**src/rtl/assert_macros.svh**
```systemverilog
// assertion macros shared by the sorted list engine rtl
`ifndef ASSERT_MACROS_SVH
`define ASSERT_MACROS_SVH

// same-cycle implication, checked outside reset
`define SLE_ASSERT_NOW(label, ante, cons, msg) \
    label: assert property (@(posedge i_clk) disable iff (!i_rst_n) (ante) |-> (cons)) \
        else $error(msg);

// next-cycle implication, checked outside reset
`define SLE_ASSERT_NEXT(label, ante, cons, msg) \
    label: assert property (@(posedge i_clk) disable iff (!i_rst_n) (ante) |=> (cons)) \
        else $error(msg);

`endif

```
**src/rtl/sle_pkg.sv**
```systemverilog
// types and constants of the sorted list engine
`default_nettype none

package sle_pkg;

    localparam int CAPACITY = 16;
    localparam int CNT_W    = $clog2(CAPACITY + 1);
    localparam int DATA_W   = 32;
    localparam int ECNT_W   = 5;

    typedef enum logic [2:0] {
        ACT_INSERT       = 3'd0,
        ACT_REMOVE_VALUE = 3'd1,
        ACT_REMOVE_MIN   = 3'd2,
        ACT_REMOVE_MAX   = 3'd3,
        ACT_CLEAR        = 3'd4
    } t_action;

    typedef enum logic [1:0] {
        OP_HOLD,
        OP_INSERT,
        OP_SHIFT_ALL,
        OP_SHIFT_GE
    } t_cell_op;

    typedef struct packed {
        t_cell_op                  op;
        logic signed [DATA_W-1:0]  value;
    } t_cell_ctrl;

    typedef struct packed {
        t_action                   action;
        logic signed [DATA_W-1:0]  data_value;
    } t_in;

    typedef struct packed {
        logic                      ok;
        logic signed [DATA_W-1:0]  head_value;
        logic signed [DATA_W-1:0]  tail_value;
        logic [ECNT_W-1:0]         entry_count;
    } t_out;

endpackage

`default_nettype wire

```
**src/rtl/sle_cell.sv**
```systemverilog
// one storage cell of the sorted chain
`default_nettype none

module sle_cell (
    input  wire                                   i_clk,
    input  var sle_pkg::t_cell_ctrl               i_ctrl,
    input  wire                                   i_occ,
    input  wire                                   i_left_lt,
    input  wire signed [sle_pkg::DATA_W-1:0]      i_left_entry,
    input  wire signed [sle_pkg::DATA_W-1:0]      i_right_entry,
    output logic signed [sle_pkg::DATA_W-1:0]     o_entry,
    output logic                                  o_lt,
    output logic                                  o_eq
);
    import sle_pkg::*;

    logic signed [DATA_W-1:0] r_entry;
    logic signed [DATA_W-1:0] n_entry;

    assign o_lt    = i_occ && (r_entry < i_ctrl.value);
    assign o_eq    = i_occ && (r_entry == i_ctrl.value);
    assign o_entry = r_entry;

    always_comb begin
        n_entry = r_entry;
        case (i_ctrl.op)
            OP_INSERT: begin
                if (!o_lt) begin
                    n_entry = i_left_lt ? i_ctrl.value : i_left_entry;
                end
            end
            OP_SHIFT_ALL: begin
                n_entry = i_right_entry;
            end
            OP_SHIFT_GE: begin
                if (!o_lt) begin
                    n_entry = i_right_entry;
                end
            end
            default: begin
                n_entry = r_entry;
            end
        endcase
    end

    always_ff @(posedge i_clk) begin
        r_entry <= n_entry;
    end

endmodule

`default_nettype wire

```
**src/rtl/sorted_list_engine.sv**
```systemverilog
// a transfer updates the cell chain and sets the pending flag; the result moves to
// the output register once that register is empty or being taken; the pending flag
// holds o_ready low only until then, so a waiting result in the output register does not
// block the next transfer, but the input then stalls until the output register is taken
// reset: synchronous active low, empties the list and the handshake state; cell
// contents are not cleared
`default_nettype none

`include "assert_macros.svh"

module sorted_list_engine (
    input  wire                 i_clk,
    input  wire                 i_rst_n,
    input  wire                 i_valid,
    output logic                o_ready,
    input  var sle_pkg::t_in    i_data,
    output logic                o_valid,
    input  wire                 i_ready,
    output sle_pkg::t_out       o_data
);
    import sle_pkg::*;

    logic [CNT_W-1:0]           r_count;
    logic [CNT_W-1:0]           n_count;
    logic                       r_pend;
    logic                       r_ok;
    logic                       n_ok;
    logic                       r_out_valid;
    t_out                       r_out;
    t_cell_op                   op;
    t_cell_ctrl                 ctrl;
    logic                       in_fire;
    logic                       full;
    logic                       any_eq;
    logic signed [DATA_W-1:0]   entry  [CAPACITY];
    logic                       lt     [CAPACITY];
    logic [CAPACITY-1:0]        eq;
    logic [CAPACITY-1:0]        last;
    logic signed [DATA_W-1:0]   tail;

    assign o_ready = !r_pend;
    assign in_fire = i_valid && o_ready;
    assign full    = (r_count == CNT_W'(CAPACITY));
    assign any_eq  = |eq;

    assign ctrl.op    = in_fire ? op : OP_HOLD;
    assign ctrl.value = i_data.data_value;

    for (genvar g = 0; g < CAPACITY; g++) begin : g_cell
        logic occ;
        assign occ     = (CNT_W'(g) < r_count);
        assign last[g] = (r_count == CNT_W'(g + 1));
        sle_cell u_cell (
            .i_clk         (i_clk),
            .i_ctrl        (ctrl),
            .i_occ         (occ),
            .i_left_lt     ((g == 0) ? 1'b1 : lt[(g == 0) ? 0 : g - 1]),
            .i_left_entry  (entry[(g == 0) ? 0 : g - 1]),
            .i_right_entry (entry[(g == CAPACITY - 1) ? g : g + 1]),
            .o_entry       (entry[g]),
            .o_lt          (lt[g]),
            .o_eq          (eq[g])
        );
    end

    always_comb begin
        tail = '0;
        for (int k = 0; k < CAPACITY; k++) begin
            tail = tail | (entry[k] & {DATA_W{last[k]}});
        end
    end

    always_comb begin
        op      = OP_HOLD;
        n_count = r_count;
        n_ok    = 1'b0;
        case (i_data.action)
            ACT_INSERT: begin
                if (!full) begin
                    op      = OP_INSERT;
                    n_count = r_count + 1'b1;
                    n_ok    = 1'b1;
                end
            end
            ACT_REMOVE_VALUE: begin
                if (any_eq) begin
                    op      = OP_SHIFT_GE;
                    n_count = r_count - 1'b1;
                    n_ok    = 1'b1;
                end
            end
            ACT_REMOVE_MIN: begin
                if (r_count != '0) begin
                    op      = OP_SHIFT_ALL;
                    n_count = r_count - 1'b1;
                    n_ok    = 1'b1;
                end
            end
            ACT_REMOVE_MAX: begin
                if (r_count != '0) begin
                    n_count = r_count - 1'b1;
                    n_ok    = 1'b1;
                end
            end
            ACT_CLEAR: begin
                n_count = '0;
                n_ok    = 1'b1;
            end
            default: begin
                n_ok = 1'b0;
            end
        endcase
    end

    always_ff @(posedge i_clk) begin
        if (!i_rst_n) begin
            r_count     <= '0;
            r_pend      <= 1'b0;
            r_out_valid <= 1'b0;
        end else begin
            if (in_fire) begin
                r_count <= n_count;
                r_pend  <= 1'b1;
                r_ok    <= n_ok;
            end
            if (r_pend && (!r_out_valid || i_ready)) begin
                r_out_valid       <= 1'b1;
                r_pend            <= 1'b0;
                r_out.ok          <= r_ok;
                r_out.head_value  <= (r_count != '0) ? entry[0] : '0;
                r_out.tail_value  <= tail;
                r_out.entry_count <= ECNT_W'(r_count);
            end else if (r_out_valid && i_ready) begin
                r_out_valid <= 1'b0;
            end
        end
    end

    assign o_valid = r_out_valid;
    assign o_data  = r_out;

    `SLE_ASSERT_NOW(a_count_range, 1'b1, r_count <= CNT_W'(CAPACITY),
        "entry count above capacity")
    `SLE_ASSERT_NEXT(a_clear_empties, in_fire && (i_data.action == ACT_CLEAR),
        r_count == '0, "clear left entries behind")
    `SLE_ASSERT_NEXT(a_fire_pends, in_fire, r_pend, "transfer did not start a result")
    `SLE_ASSERT_NEXT(a_pend_drains, r_pend && (!r_out_valid || i_ready),
        r_out_valid && !r_pend, "pending result not moved to output")
    `SLE_ASSERT_NOW(a_full_no_grow, in_fire && full && (i_data.action == ACT_INSERT),
        !n_ok && (n_count == r_count), "insert into full list accepted")

endmodule

`default_nettype wire
```
**config.mk**
```make
export PLATFORM = sky130hd
export DESIGN_NAME = sorted_list_engine
export DESIGN_NICKNAME = d
export VERILOG_FILES = /design/src/rtl/sle_pkg.sv /design/src/rtl/sle_cell.sv /design/src/rtl/sorted_list_engine.sv
export VERILOG_INCLUDE_DIRS = /design/src /design/src/rtl
export SDC_FILE = /design/constraint.sdc
export NUM_CORES = 2
export LEC_CHECK = 0
export ABC_AREA = 1
export BUFFER_PORTS_ARGS = -buffer_cell sky130_fd_sc_hd__buf_2
export CAP_MARGIN = 10
export CORE_ASPECT_RATIO = 1.75
export CORE_MARGIN = 3
export CORE_UTILIZATION = 25
export CTS_CLUSTER_SIZE = 40
export DETAILED_ROUTE_END_ITERATION = 10
export GPL_TIMING_DRIVEN = 1
export SYNTH_ARGS = -nofsm -noshare
export SYNTH_HDL_FRONTEND = slang
export SYNTH_SLANG_ARGS = --single-unit
```
**constraint.sdc**
```tcl
create_clock -name i_clk -period 7.3 [get_ports i_clk]
set_input_delay 1.46 -clock i_clk [delete_from_list [all_inputs] [get_ports i_clk]]
set_output_delay 1.46 -clock i_clk [all_outputs]
set_load 0.1 [all_outputs]
```
==> results.sh <==
export IMPL_path_cells="buf_2, inv_1, ha_1, nand2_1, nor2_1, nand2_1, nor2_1, and2_1, nand2_1, nand4_1, nand3_2, buf_4, nand2_1, nand2_1, nand2_1, nand2_1"
export IMPL_p_clk_share_pct=32.7
export IMPL_grt_ovfl_total=0
export IMPL_cp_start_kind="input port"
export IMPL_cts_resized=0
export IMPL_fmax_mhz=157
export IMPL_crit_family="simple AND/OR/NAND/NOR gates"
export IMPL_synthDistinctLibCells=42
export IMPL_postCtsHoldBufs=0
export IMPL_dieArea_sq_mm=0.198
export IMPL_min_path_cells=0
export IMPL_rows=212
export IMPL_cap_violations=0
export IMPL_required_ns=7.75
export IMPL_crit_reg2reg_launch="r_count[4]"
export IMPL_power_frac_seq_pct=39.7
export IMPL_first_pass_iters=6
export IMPL_status="completed"
export IMPL_ys_seq_area_share_pct=36.6
export IMPL_crit_buf_inv=3
export IMPL_synth_area_sq_mm=0.0482
export IMPL_slew_viol_final=0
export IMPL_core_area_sq_mm=0.191
export IMPL_synth_edff_count=583
export IMPL_synthToLayoutAreaGrowth_pct=11.0
export IMPL_power_frac_comb_pct=27.6
export IMPL_intPower_mw=6.59
export IMPL_wire_per_inst_um=24.3
export IMPL_antenna_left=0
export IMPL_period_needed_ns=6.37
export IMPL_p_per_area_mw_per_mm2=195
export IMPL_ioPinCount=111
export IMPL_slew_headroom_pct=19.3
export IMPL_tightest_slew_ns=1.21
export IMPL_drc=0
export IMPL_crit_start="i_data[27]"
export IMPL_initialDrtViolationCount=5522
export IMPL_die_x_um=338
export IMPL_dp_hpwl_um=165000
export IMPL_cpPeakStageDelay_ns=0.87
export IMPL_syn_inst=6568
export IMPL_finalHoldViolCount=0
export IMPL_place_congestion=0.968
export IMPL_yosysTopAreaCell="edfxtp_1"
export IMPL_nets=6966
export IMPL_ir_worst_vdd_uv=186
export IMPL_cts_path_max_buffers=3
export IMPL_worst_path_max_fanout=20
export IMPL_final_common_cell="nand2_1"
export IMPL_root_buffer="clkbuf_16"
export IMPL_setup_violations=0
export IMPL_switching_share_pct=37.1
export IMPL_wl_um=219000
export IMPL_r2r_setup_slack_ns=2.33
export IMPL_hold_start="r_ok"
export IMPL_grt_pass1_wl_um=318000
export IMPL_track_usage_pct=21.4
export IMPL_initial_core_util_pct=25.2
export IMPL_synth_main_ff_cell="edfxtp_1"
export IMPL_cts_buffers=58
export IMPL_io_buffers=110
export IMPL_antenna_found_initial=8
export IMPL_drive_above_1_share_pct=5.73
export IMPL_period_share_pct=87.3
export IMPL_worstSetupEndpointType="flip-flop"
export IMPL_p_leak_nw=24.6
export IMPL_die_y_um=587
export IMPL_whs_endpoint="o_data[69]"
export IMPL_synth_area_top_cells="edfxtp_1 (36%), nand2_1 (21%), ha_1 (13%)"
export IMPL_rr_worst_depth=15
export IMPL_layoutNonFillerInstCount=9029
export IMPL_yosysWarnings=0
export IMPL_mostFrequentLayoutCells="nand2_1 (2723), nand3_1 (623), edfxtp_1 (583)"
export IMPL_cp_common_cell="nand2_1"
export IMPL_cp_slowest_cell="nor2_1"
export IMPL_viasPerCell=5.40
export IMPL_rsz0062_at_grt="false"
export IMPL_p_switching_mw=3.88
export IMPL_clock_skew_ns=0.0221
export IMPL_cts_tree="yes"
export IMPL_fin_setup_tns_ns=0
export IMPL_netlist_area_leader_share_pct=36.3
export IMPL_cts_sinks=590
export IMPL_min_path_type="flip-flop to flip-flop"
export IMPL_placed_cells=8918
export IMPL_reg2reg_to="g_cell[6].u_cell.o_entry[4]"
export IMPL_avgSynthCellArea_sq_um=7.35
export IMPL_vias=48800
export IMPL_post_cts_buffers=0
export IMPL_ys_async_sr_fraction_pct=0
export IMPL_grt_pass1_vias=46600
export IMPL_arrival_ns=6.82
export IMPL_critPathKind="input port to flip-flop"
export IMPL_cts_htree_levels=2
export IMPL_clock_insertion_delay_worst_skew_ns=0.70
export IMPL_synthesis_nets=7124
export IMPL_ys_ff_latch=590
export IMPL_clk_pin_slew_ns=0.07
export IMPL_grt_max_degree=162
[state kept, by name, indices dropped and copies added, names as in the netlist]
name	flops
r_ok	1
r_pend	1
o_data	70
o_valid	1
r_count	5
g_cell.u_cell.o_entry	512
[logic make-up (layout without fill, tap and decap cells)]
kind of cell	Yosys count	after routing	share of synthesized area (%)
buffers and inverters	728	616	5.93
DFF	590	590	36.6
and+or+nand+nor	4174	4174	36.9
AOI/OAI and AO/OA	556	556	7.17
adders and majority gates	517	517	13.4
other	0	5	0
xor gates and xnor gates	3	3	0.0545
[worst max path at each step]
| stage | to | cells after the start | slack, ns |
|---|---|---|---|
| final | g_cell[13].u_cell.o_entry[27] | 16 | 0.93 |
| after floorplan | g_cell[15].u_cell.o_entry[0] | 17 | 2.08 |
| after global placement | g_cell[13].u_cell.o_entry[26] | 16 | 0.47 |
| after detailed placement | g_cell[13].u_cell.o_entry[27] | 16 | 0.45 |
| after CTS | g_cell[13].u_cell.o_entry[27] | 16 | 1.19 |
| after global routing | g_cell[13].u_cell.o_entry[13] | 16 | 0.83 |
[final cells by class]
cell class	count	area, sq um
diodes	5	12.5
repair buffers	239	1790
inverters	271	1020
clock buffers	68	1510
fillers	20700	138000
clock inverters	38	458
multi-input cells	5250	27900
well taps	2568	3210
flip-flops and latches	590	17600
[cells in the mapped netlist (5+ instances only)]
cell type and instances:
o21ai_0 109, a211oi_1 35, o21bai_1 5, o21a_1 22, a221oi_1 43, nand3_1 630
nand4_1 498, nand3b_1 5, buf_1 14, dfxtp_1 7, a21o_1 18, nand2_1 2740
a22o_1 62, a2111oi_0 5, nor2_1 277, clkbuf_1 354, buf_2 85, inv_2 6
a21oi_1 236, ha_1 517, inv_1 265, edfxtp_1 583, nor3_1 9
[routing by layer]
layer	vias to the layer above	GRT usage (%)	routed length, um
li1	22300	-	-
met1	23000	23.2	75400
met2	2647	37.6	109000
met3	784	2.41	14400
met4	2	16.8	20500
met5	-	0	16
[metrics by stage]
stage | util (%) | hold WS, ns | power [mW] | setup WS (ns) | cell area, sq um
finish | 28.0 | 0.431 | 10.5 | 0.930 | 53600
global route | 28.0 | 0.442 | 10.9 | 0.834 | 53600
CTS | 28.0 | 0.436 | 10.5 | 1.19 | 53600
detailed placement | 27.0 | 0.418 | 7.05 | 0.448 | 51600
global placement | 27.0 | 0.407 | 7.01 | 0.474 | 51600
floorplan | - | 0.400 | 6.01 | 2.08 | 48200
[power groups by stage]
stage | sequential [mW] | clock [mW] | combinational [mW]
2_1_floorplan | 4.30 | 0 | 1.71
3_3_place_gp | 4.22 | 0 | 2.79
3_5_place_dp | 4.22 | 0 | 2.83
4_1_cts | 4.15 | 3.48 | 2.84
5_1_grt | 4.16 | 3.57 | 3.13
6_report | 4.15 | 3.42 | 2.89
No activity file was read; power rests on OpenSTA's default activity.
